[src/lsf_pkg.sv]
`timescale 1ns / 1ps
// ----------------------------------------------------------------------------
// lsf_pkg
// Shared types and constants for the learning switch forwarder.
// ----------------------------------------------------------------------------
package lsf_pkg;

  localparam int PORT_W    = 2;
  localparam int ADDR_W    = 48;
  localparam int TAG_W     = 16;
  localparam int MASK_W    = 4;
  localparam int NUM_PORTS = 4;

  // egress bits for ports that do not exist are always cleared
  localparam logic [MASK_W-1:0] VALID_PORT_MASK =
    (NUM_PORTS >= MASK_W) ? {MASK_W{1'b1}} : MASK_W'((1 << NUM_PORTS) - 1);

  localparam logic [MASK_W-1:0] FLOOD_MASK_RESET = {MASK_W{1'b1}};

  typedef struct packed {
    logic [PORT_W-1:0] ingress_port;
    logic [ADDR_W-1:0] src_addr;
    logic [ADDR_W-1:0] dst_addr;
    logic [TAG_W-1:0]  frame_tag;
    logic              self_addr;   // source equals destination
  } hdr_t;

  typedef struct packed {
    logic [ADDR_W-1:0] addr;
    logic [PORT_W-1:0] port;
  } entry_t;

endpackage

[src/lsf_front.sv]
`timescale 1ns / 1ps
// ----------------------------------------------------------------------------
// lsf_front
// Accepts frame headers, tags source-equals-destination, and holds them in a
// two-entry queue ahead of the table scan.
// ----------------------------------------------------------------------------
module lsf_front
  import lsf_pkg::*;
(
  input  logic              clk,
  input  logic              rst,
  input  logic              in_valid,
  output logic              in_ready,
  input  logic [PORT_W-1:0] ingress_port,
  input  logic [ADDR_W-1:0] src_addr,
  input  logic [ADDR_W-1:0] dst_addr,
  input  logic [TAG_W-1:0]  frame_tag,
  output logic              hdr_valid,
  input  logic              hdr_ready,
  output hdr_t              hdr
);

  hdr_t       q [0:1];
  logic       wr_ptr;
  logic       rd_ptr;
  logic [1:0] fill;
  logic       push;
  logic       pop;
  hdr_t       hdr_in;

  assign in_ready  = (fill != 2'd2);
  assign hdr_valid = (fill != 2'd0);
  assign hdr       = q[rd_ptr];
  assign push      = in_valid && in_ready;
  assign pop       = hdr_valid && hdr_ready;

  always_comb begin
    hdr_in.ingress_port = ingress_port;
    hdr_in.src_addr     = src_addr;
    hdr_in.dst_addr     = dst_addr;
    hdr_in.frame_tag    = frame_tag;
    hdr_in.self_addr    = (src_addr == dst_addr);
  end

  always_ff @(posedge clk) begin
    if (rst) begin
      wr_ptr <= 1'b0;
      rd_ptr <= 1'b0;
      fill   <= 2'd0;
    end else begin
      if (push) wr_ptr <= ~wr_ptr;
      if (pop)  rd_ptr <= ~rd_ptr;
      if (push && !pop) fill <= fill + 2'd1;
      else if (pop && !push) fill <= fill - 2'd1;
    end
  end

  always_ff @(posedge clk) begin
    if (push) q[wr_ptr] <= hdr_in;
  end

  a_fill_bound: assert property (@(posedge clk) disable iff (rst)
    fill <= 2'd2) else $error("front queue overfilled");

  a_fill_track: assert property (@(posedge clk) disable iff (rst)
    (push && !pop) |=> fill == $past(fill) + 2'd1) else $error("fill count lost a push");

  a_ptr_match: assert property (@(posedge clk) disable iff (rst)
    (fill == 2'd0 || fill == 2'd2) |-> wr_ptr == rd_ptr) else $error("queue pointers out of step");

endmodule

[src/lsf_back.sv]
`timescale 1ns / 1ps
// ----------------------------------------------------------------------------
// lsf_back
// Scans the address table one entry a cycle for source and destination,
// learns a new source, and builds the forwarding result in an output register.
// ----------------------------------------------------------------------------
module lsf_back
  import lsf_pkg::*;
#(
  parameter int TABLE_DEPTH = 64
) (
  input  logic              clk,
  input  logic              rst,
  input  logic              flood_port_mask_we,
  input  logic [MASK_W-1:0] flood_port_mask,
  input  logic              hdr_valid,
  output logic              hdr_ready,
  input  hdr_t              hdr,
  output logic              out_valid,
  input  logic              out_ready,
  output logic [MASK_W-1:0] egress_mask,
  output logic              flooded,
  output logic              learned,
  output logic              table_full,
  output logic [TAG_W-1:0]  out_tag
);

  localparam int IW = $clog2(TABLE_DEPTH);
  localparam int CW = $clog2(TABLE_DEPTH + 1);
  localparam logic [CW-1:0] DEPTH_C = CW'(TABLE_DEPTH);

  localparam logic [1:0] ST_IDLE    = 2'd0;
  localparam logic [1:0] ST_SCAN    = 2'd1;
  localparam logic [1:0] ST_RESOLVE = 2'd2;

  logic [1:0]        state, state_next;
  logic [CW-1:0]     count, count_next;
  logic [CW-1:0]     idx, idx_next;
  logic              rd_pend, rd_pend_next;
  logic              src_hit, src_hit_next;
  logic              dst_hit, dst_hit_next;
  logic [PORT_W-1:0] dst_port, dst_port_next;
  logic [MASK_W-1:0] flood_mask;
  hdr_t              cur;

  entry_t            mem [0:TABLE_DEPTH-1];
  entry_t            rd_data;
  logic              rd_en;
  logic              wr_en;

  logic              out_load;
  logic              learn_now;
  logic              full_now;
  logic              hit_now;
  logic [PORT_W-1:0] port_now;
  logic [MASK_W-1:0] egress_now;

  assign hdr_ready = (state == ST_IDLE);

  always_comb begin
    state_next    = state;
    count_next    = count;
    idx_next      = idx;
    rd_pend_next  = rd_pend;
    src_hit_next  = src_hit;
    dst_hit_next  = dst_hit;
    dst_port_next = dst_port;
    rd_en         = 1'b0;
    wr_en         = 1'b0;
    out_load      = 1'b0;
    learn_now     = !src_hit && (count != DEPTH_C);
    full_now      = !src_hit && (count == DEPTH_C);
    // a frame sent to the address it has just taught goes back out its own port
    hit_now       = dst_hit || (learn_now && cur.self_addr);
    port_now      = dst_hit ? dst_port : cur.ingress_port;
    egress_now    = (hit_now ? (MASK_W'(1) << port_now) : flood_mask) & VALID_PORT_MASK;
    unique case (state)
      ST_IDLE: begin
        if (hdr_valid) begin
          idx_next     = '0;
          rd_pend_next = 1'b0;
          src_hit_next = 1'b0;
          dst_hit_next = 1'b0;
          state_next   = ST_SCAN;
        end
      end
      ST_SCAN: begin
        if (rd_pend) begin
          if (rd_data.addr == cur.src_addr) src_hit_next = 1'b1;
          if (rd_data.addr == cur.dst_addr && !dst_hit) begin
            dst_hit_next  = 1'b1;
            dst_port_next = rd_data.port;
          end
        end
        if (idx != count) begin
          rd_en        = 1'b1;
          idx_next     = idx + CW'(1);
          rd_pend_next = 1'b1;
        end else begin
          rd_pend_next = 1'b0;
          if (!rd_pend) state_next = ST_RESOLVE;
        end
      end
      ST_RESOLVE: begin
        if (!out_valid || out_ready) begin
          out_load   = 1'b1;
          wr_en      = learn_now;
          if (learn_now) count_next = count + CW'(1);
          state_next = ST_IDLE;
        end
      end
      default: begin
        state_next = ST_IDLE;
      end
    endcase
  end

  always_ff @(posedge clk) begin
    if (rst) begin
      state      <= ST_IDLE;
      count      <= '0;
      out_valid  <= 1'b0;
      flood_mask <= FLOOD_MASK_RESET;
    end else begin
      state <= state_next;
      count <= count_next;
      if (out_load) out_valid <= 1'b1;
      else if (out_ready) out_valid <= 1'b0;
      if (flood_port_mask_we) flood_mask <= flood_port_mask;
    end
  end

  always_ff @(posedge clk) begin
    idx      <= idx_next;
    rd_pend  <= rd_pend_next;
    src_hit  <= src_hit_next;
    dst_hit  <= dst_hit_next;
    dst_port <= dst_port_next;
    if (state == ST_IDLE && hdr_valid) cur <= hdr;
    if (out_load) begin
      egress_mask <= egress_now;
      flooded     <= !hit_now;
      learned     <= learn_now;
      table_full  <= full_now;
      out_tag     <= cur.frame_tag;
    end
  end

  // address table: one write and one registered read a cycle
  always_ff @(posedge clk) begin
    if (wr_en) begin
      mem[count[IW-1:0]].addr <= cur.src_addr;
      mem[count[IW-1:0]].port <= cur.ingress_port;
    end
    if (rd_en) rd_data <= mem[idx[IW-1:0]];
  end

  a_count_bound: assert property (@(posedge clk) disable iff (rst)
    count <= DEPTH_C) else $error("entry count beyond table depth");

  a_count_hold: assert property (@(posedge clk) disable iff (rst)
    (state != ST_RESOLVE) |=> count == $past(count)) else $error("table grew outside resolve");

  a_learn_full: assert property (@(posedge clk) disable iff (rst)
    out_valid |-> !(learned && table_full)) else $error("learned and full together");

  a_hit_onehot: assert property (@(posedge clk) disable iff (rst)
    (out_valid && !flooded) |-> $onehot0(egress_mask)) else $error("forwarded to several ports");

endmodule

[src/learning_switch_forwarder.sv]
`timescale 1ns / 1ps
// ----------------------------------------------------------------------------
// learning_switch_forwarder
// Learning bridge: source address learning and destination lookup per header.
// ----------------------------------------------------------------------------
// The back end walks the address table one entry per cycle through a single
// memory read port, checking source and destination in the same pass, then
// learns the source and loads the result in its resolve state. A two-entry
// queue takes new headers while a scan runs, and the output register holds a
// finished result until it is taken. No clearing pass is needed after reset.
module learning_switch_forwarder
  import lsf_pkg::*;
#(
  parameter int TABLE_DEPTH = 64
) (
  input  logic              clk,
  input  logic              rst,
  input  logic              flood_port_mask_we,
  input  logic [MASK_W-1:0] flood_port_mask,
  input  logic              in_valid,
  output logic              in_ready,
  input  logic [PORT_W-1:0] ingress_port,
  input  logic [ADDR_W-1:0] src_addr,
  input  logic [ADDR_W-1:0] dst_addr,
  input  logic [TAG_W-1:0]  frame_tag,
  output logic              out_valid,
  input  logic              out_ready,
  output logic [MASK_W-1:0] egress_mask,
  output logic              flooded,
  output logic              learned,
  output logic              table_full,
  output logic [TAG_W-1:0]  out_tag
);

  logic hdr_valid;
  logic hdr_ready;
  hdr_t hdr;

  lsf_front u_front (
    .clk          (clk),
    .rst          (rst),
    .in_valid     (in_valid),
    .in_ready     (in_ready),
    .ingress_port (ingress_port),
    .src_addr     (src_addr),
    .dst_addr     (dst_addr),
    .frame_tag    (frame_tag),
    .hdr_valid    (hdr_valid),
    .hdr_ready    (hdr_ready),
    .hdr          (hdr)
  );

  lsf_back #(
    .TABLE_DEPTH (TABLE_DEPTH)
  ) u_back (
    .clk                (clk),
    .rst                (rst),
    .flood_port_mask_we (flood_port_mask_we),
    .flood_port_mask    (flood_port_mask),
    .hdr_valid          (hdr_valid),
    .hdr_ready          (hdr_ready),
    .hdr                (hdr),
    .out_valid          (out_valid),
    .out_ready          (out_ready),
    .egress_mask        (egress_mask),
    .flooded            (flooded),
    .learned            (learned),
    .table_full         (table_full),
    .out_tag            (out_tag)
  );

endmodule

[config.mk]
export PLATFORM = sky130hd
export DESIGN_NAME = learning_switch_forwarder
export DESIGN_NICKNAME = d
export VERILOG_FILES = /design/src/lsf_pkg.sv /design/src/lsf_front.sv /design/src/lsf_back.sv /design/src/learning_switch_forwarder.sv
export SDC_FILE = /design/constraint.sdc
export NUM_CORES = 2
export LEC_CHECK = 0
export BUFFER_PORTS_ARGS = -buffer_cell sky130_fd_sc_hd__buf_2
export CORE_ASPECT_RATIO = 2
export CORE_MARGIN = 2
export CORE_UTILIZATION = 40
export DETAILED_ROUTE_END_ITERATION = 12
export GPL_ROUTABILITY_DRIVEN = 1
export SLEW_MARGIN = 20
export SYNTH_ARGS = -nofsm -noshare
export SYNTH_HDL_FRONTEND = slang
export SYNTH_SLANG_ARGS = --single-unit
export TNS_END_PERCENT = 1
[constraint.sdc]
create_clock -name clk -period 6.56 [get_ports clk]
set_input_delay 1.312 -clock clk [delete_from_list [all_inputs] [get_ports clk]]
set_output_delay 1.312 -clock clk [all_outputs]
set_load 0.005 [all_outputs]
After elaboration in Yosys (flattened, before gate mapping):

Memories as Yosys holds them, arrays and structs flattened. A register that Yosys moved wholly into a read port is not among the register bits.
Cells that the tools add are included.

* memories: 2
* RAM bits: 3430
* word-level logic and storage cells: 103
* bits in registers: 53
* output and inout bits: 25

Memory list
* u_back.mem: depth 64, bits a word 50, read ports 1, clocked after Yosys merged registers in 1, write ports 1, RTL line lsf_back.sv:46 `entry_t mem [0:TABLE_DEPTH-1];`
* u_front.q: depth 2, bits a word 115, read ports 1, clocked after Yosys merged registers in 1, write ports 1, RTL line lsf_front.sv:23 `hdr_t q [0:1];`

* $add $sub $neg: 4
* bitwise logic cells: 2
* eq/ne operators: 17
* shifts and indexed selects: 1
* reduce and logical (&&, ||, !) cells: 28
* mux-type cells: 32

Operators with widths (number)
* $eq A48 B48 Y1: 3
* $mux W1: 17
* $add A7 B1 Y7 const B: 2
* $mux W2: 7
* $mux W7: 2
* $pmux W7 S2: 1
* $ne A2 B1 Y1 const B: 6
* $reduce_and A4 Y1: 3
* $reduce_and A3 Y1: 3
* $logic_and A1 B1 Y1: 8
* $reduce_bool A2 Y1: 4
* $eq A7 B7 Y1 const B: 1
* $ne A7 B7 Y1: 1
* $ne A7 B7 Y1 const B: 1
* $logic_not A1 Y1: 6
* $ne A2 B2 Y1 const B: 3
* $pmux W1 S2: 3
* $pmux W2 S3: 1
* $mux W4: 1
* $shl A1 B2 Y4 const A: 1
* $add A2 B1 Y2 const B: 1
* $eq A2 B1 Y1 const B: 1
* $eq A2 B2 Y1 const B: 1
* $logic_not A2 Y1: 1
* 4 further kinds: 6

Longest topological paths before layout:

* depth after elaboration: 6
* gate-level depth with buffers: 10

Modules after synthesis:

Synthesis repeated with hierarchy kept, for this count alone.

* cells, all modules: 6426
* area total of the unflattened synthesis: 139213.5 sq um

By module, submodules not included
* lsf_back: cells each 5980, area each 130172.3 sq um, instances 1, sequential area each 102378.2 sq um
* lsf_front: cells each 446, area each 9041.2 sq um, instances 1, sequential area each 7006.7 sq um

Worst setup path before layout:

No wires, ideal clock.

* kind: input -> register
* start point: input in_valid
* end point: memory u_front.q[0][0] (netlist bit), enable pin
* path buffers: 0
* data arrival time: 6181 ps
* slack: -211 ps
* stages: 2
* library setup time: 590 ps
* cell sequence: nand2_1 nor2_1

* longest elaborated chain between the ends: 3

RTL lines
* start, declared: RTL line learning_switch_forwarder.sv:20 `input logic in_valid,`
* $logic_and A1 B1 Y1: RTL line lsf_front.sv:34 `assign push = in_valid && in_ready;`
* $mux W1: RTL line lsf_front.sv:59 `if (push) q[wr_ptr] <= hdr_in;`
* $mux W1 (not written as such): RTL line lsf_front.sv:59
* end, declared: RTL line lsf_front.sv:23

No other way between the ends.

Worst setup path in the final report:

* start point: register u_back.count[3]
* end point: memory u_back.mem[49][40] (netlist bit), enable pin

* longest elaborated chain between the ends: 6

RTL lines
* start, declared: RTL line lsf_back.sv:37 `logic [CW-1:0] count, count_next;`
* start signal, assigned: RTL line lsf_back.sv:126 `count <= count_next;`
* $ne A7 B7 Y1: RTL line lsf_back.sv:71 `learn_now = !src_hit && (count != DEPTH_C);`
* $logic_and A1 B1 Y1: RTL line lsf_back.sv:71
* $mux W1: RTL line lsf_back.sv:105 `if (!out_valid || out_ready) begin`
* $mux W1: RTL line lsf_back.sv:77 `unique case (state)`
* $mux W1: RTL line lsf_back.sv:151 `if (wr_en) begin`
* $mux W1 (not written as such): RTL line lsf_back.sv:152 `mem[count[IW-1:0]].addr <= cur.src_addr;`
* end, declared: RTL line lsf_back.sv:46

Several ways; a longest one is shown, not always the timed one.

==> results.py <==
metrics = {
    "power": {
        "vdd.ir_drop.worst_uv": 458,
        "p_leak_uw": 0.0477,
        "pwr_density_cell_mw_per_mm2": 448,
    },
    "timing": {
        "skew_ns": 0.0381,
        "timing.final.max_slew_violations": 0,
        "slew-limit-headroom_pct": 21.2,
        "setup_viol": 0,
        "grt_setup_unrepaired": "false",
        "report.final.hold_viol_count": 0,
        "max_slew.worst_pin.slew_ns": 1.18,
        "post-route-period-util_pct": 64.4,
        "final.setup.tns_ns": 0,
        "fmaxAchievable_mhz": 237,
        "finalCriticalPeriod_ns": 4.22,
        "hold_slack_ns": 0.423,
    },
    "floorplanning": {
        "num_rows": 305,
        "initial_utilization_pct": 40.2,
        "floorplan.die_area_sq_mm": 0.351,
        "ios": 148,
        "die_x_um": 420,
        "die_height_um": 836,
        "core_box_area_sq_mm": 0.345,
    },
    "global_route": {
        "initial_antenna_violation_count": 27,
        "grt_max_degree": 125,
        "overflow": 0,
        "first_global_vias": 67830,
        "total_global_route_track_usage_pct": 21.3,
        "grt_pass1_wl_mm": 526,
    },
    "synth": {
        "yosysTopAreaCellShare_pct": 78.7,
        "synth-async-reset-ratio_pct": 0,
        "flip_flop_and_latch_count_after_synthesis": 3648,
        "netlist_instances": 6177,
        "synth-edff-count": 3630,
        "distinct_cell_type_count_of_the_synthesized_netlist": 52,
        "synth_top_flop_cell": "edfxtp_1",
        "synth.top_cells.by_count": "edfxtp_1, mux4_2, mux2i_1",
        "synth_area_leaders": "edfxtp_1, mux4_2, mux2i_1",
        "synth.yosys.seq_area_share_pct": 79.0,
        "yosysMostFrequentCell": "edfxtp_1",
        "synth_nets": 6304,
        "avgSynthCellArea_sq_um": 22.4,
        "syn_area_sq_mm": 0.139,
        "synth_top_cell_by_area": "edfxtp_1",
        "yosys_warnings": 0,
    },
    "setup_path": {
        "worst_r2r_endpoint": "u_back.mem[49][40]$_DFFE_PP_",
        "worstSetupEndpointType": "flop",
        "crit_path_start_kind": "flop",
        "critical_path_class": "reg2reg",
        "crit_required_ns": 7.13,
        "timing.critical_path.arrival_ns": 4.80,
        "r2r.worst_path.cells": 6,
        "worstPathMaxFanout": 28,
        "r2r_start": "u_back.count[3]$_SDFFE_PP0P_",
        "setup.reg_to_reg.worst_slack_ns": 2.34,
    },
    "worst_hold_path": {
        "timing.hold.worst_endpoint": "u_back.out_tag[10]$_DFFE_PP_",
        "min_path_cells": 0,
        "hold_path_class": "reg2reg",
        "holdCritStartpoint": "u_back.cur[11]$_DFFE_PP_",
    },
    "cts": {
        "cts.repair.resized": 0,
        "maximum_root_to_sink_buffer_count": 4,
        "cts_max_level": 5,
        "clk_pin_slew_ns": 0.07,
        "tritoncts": "built",
        "root_buffer": "clkbuf_16",
        "ctsHoldBuffers": 0,
        "tritoncts.num_buffers": 291,
        "cts.repair_timing.setup_buffer_count": 0,
        "cts.sinks": 3648,
        "worstSkewPairLatency_ns": 0.89,
    },
    "drt": {
        "antenna_left": 0,
        "post_drt_via_cell_ratio": 5.74,
        "via_count": 65298,
        "detailedRoute.firstPassIterationCount": 5,
        "drcViolationCount": 0,
        "routed_wl_mm": 377,
        "detail_route.iter0.violations": 6599,
        "detail_route.wl_per_cell_um": 33.1,
    },
    "flow_run": {
        "max_cap_viol_count": 0,
    },
    "placed_design": {
        "place.gp.congestion": 0.932,
        "port_buffers": 147,
        "place_area_sq_mm": 0.146,
        "detailed_place_hpwl_mm": 244,
    },
    "cells_and_area": {
        "fillers": 28632,
        "share_of_post_route_cells_with_drive_strength_above_1_pct": 25.7,
        "final_core_util_pct": 45.1,
        "areaGrowthSynthToFinish_pct": 12.3,
        "finish.net_count": 6665,
        "postLayoutCellArea_sq_mm": 0.156,
    },
    "outcome": {
        "outcome": "complete, no violations",
    },
}
## kinds of logic after synthesis
group	Yosys count	synth area share [%]
xor+xnor	160	1.01
buf+inv	328	1.29
simple gates	420	1.49
flops	3648	79.0
fa+ha+maj	4	0.0361
mux	1076	14.5
compound gates	541	2.70
## metal layers
metal  share of wire, %  global-route usage, %
met2                 56                   40.1
met3                4.9                   2.48
met5             0.0037                      0
met4                6.1                   11.6
met1                 33                   22.9
## report_power, final
| part | switching [uW] | total (uW) | internal, uW |
|---|---|---|---|
| Sequential | 863 | 30800 | 29900 |
| Combinational | 14100 | 20900 | 6800 |
| Clock | 8160 | 18000 | 9820 |
## stage by stage
| stage | instances | power, uW | setup slack (ns) |
|---|---|---|---|
| 2_1_floorplan | 6177 | 43200 | 1.70 |
| 3_3_place_gp | 10845 | 52000 | 1.73 |
| 3_5_place_dp | 10848 | 52400 | 1.91 |
| 4_1_cts | 11359 | 70200 | 2.31 |
| 5_1_grt | 11370 | 71600 | 2.07 |
| 6_report | 11376 | 69700 | 2.34 |
## sequential cells by signal, indices dropped and copies added (netlist names), 2 cells and up
signal	cells
u_back.mem	3200
u_back.cur	115
u_back.dst_port	2
u_front.fill	2
u_back.state	2
u_back.count	7
u_front.q	230
u_back.egress_mask	4
u_back.idx	7
u_back.out_tag	16
u_back.rd_data	50
u_back.flood_mask	4
## cells in the final DEF (no fill, tap or decap), types with 42 or more instances in the layout
cell type / n
buf_2: 147
clkbuf_16: 306
xnor2_1: 78
edfxtp_1: 3630
clkbuf_1: 45
nand2_1: 92
a22oi_1: 86
nand3_1: 60
nor2_4: 67
o221ai_1: 42
a21oi_1: 132
xor2_1: 82
mux2i_1: 221
o22ai_1: 114
mux2_2: 123
mux4_2: 725
buf_4: 205
clkinv_1: 60
## worst max-delay path by stage
| stage | from | endpoint | slack [ns] | cells past startpoint |
|---|---|---|---|---|
| floorplan | out_ready | u_back.mem[11][0]$_DFFE_PP_ | 1.70 | 5 |
| global placement | out_ready | u_back.mem[57][41]$_DFFE_PP_ | 1.73 | 7 |
| detailed placement | out_ready | u_back.mem[57][13]$_DFFE_PP_ | 1.91 | 7 |
| CTS | u_back.count[3]$_SDFFE_PP0P_ | u_back.mem[57][0]$_DFFE_PP_ | 2.31 | 6 |
| global route | u_back.count[3]$_SDFFE_PP0P_ | u_back.mem[48][20]$_DFFE_PP_ | 2.07 | 6 |
| finish | u_back.count[3]$_SDFFE_PP0P_ | u_back.mem[49][40]$_DFFE_PP_ | 2.34 | 6 |
## critical path, stage by stage (launching register included)
cell,delay [ns]
dfxtp_1,0.55
or3_1,0.81
nor2_1,0.15
nor3_1,0.43
nand2_1,0.64
nor2_4,0.99
buf_12,0.30
## layout make-up
cell class	count	area (sq um)	area share [%]
multi-input cells	2201	27900	18.0
diodes	15	37.5	0.0241
clock buffers	352	7840	5.04
clock inverters	159	1620	1.04
well taps	4605	5760	3.70
repair buffers	386	2960	1.90
inverters	10	40.0	0.0257
flip-flops and latches	3648	109000	70.3
No activity file was read; power rests on OpenSTA's default activity.
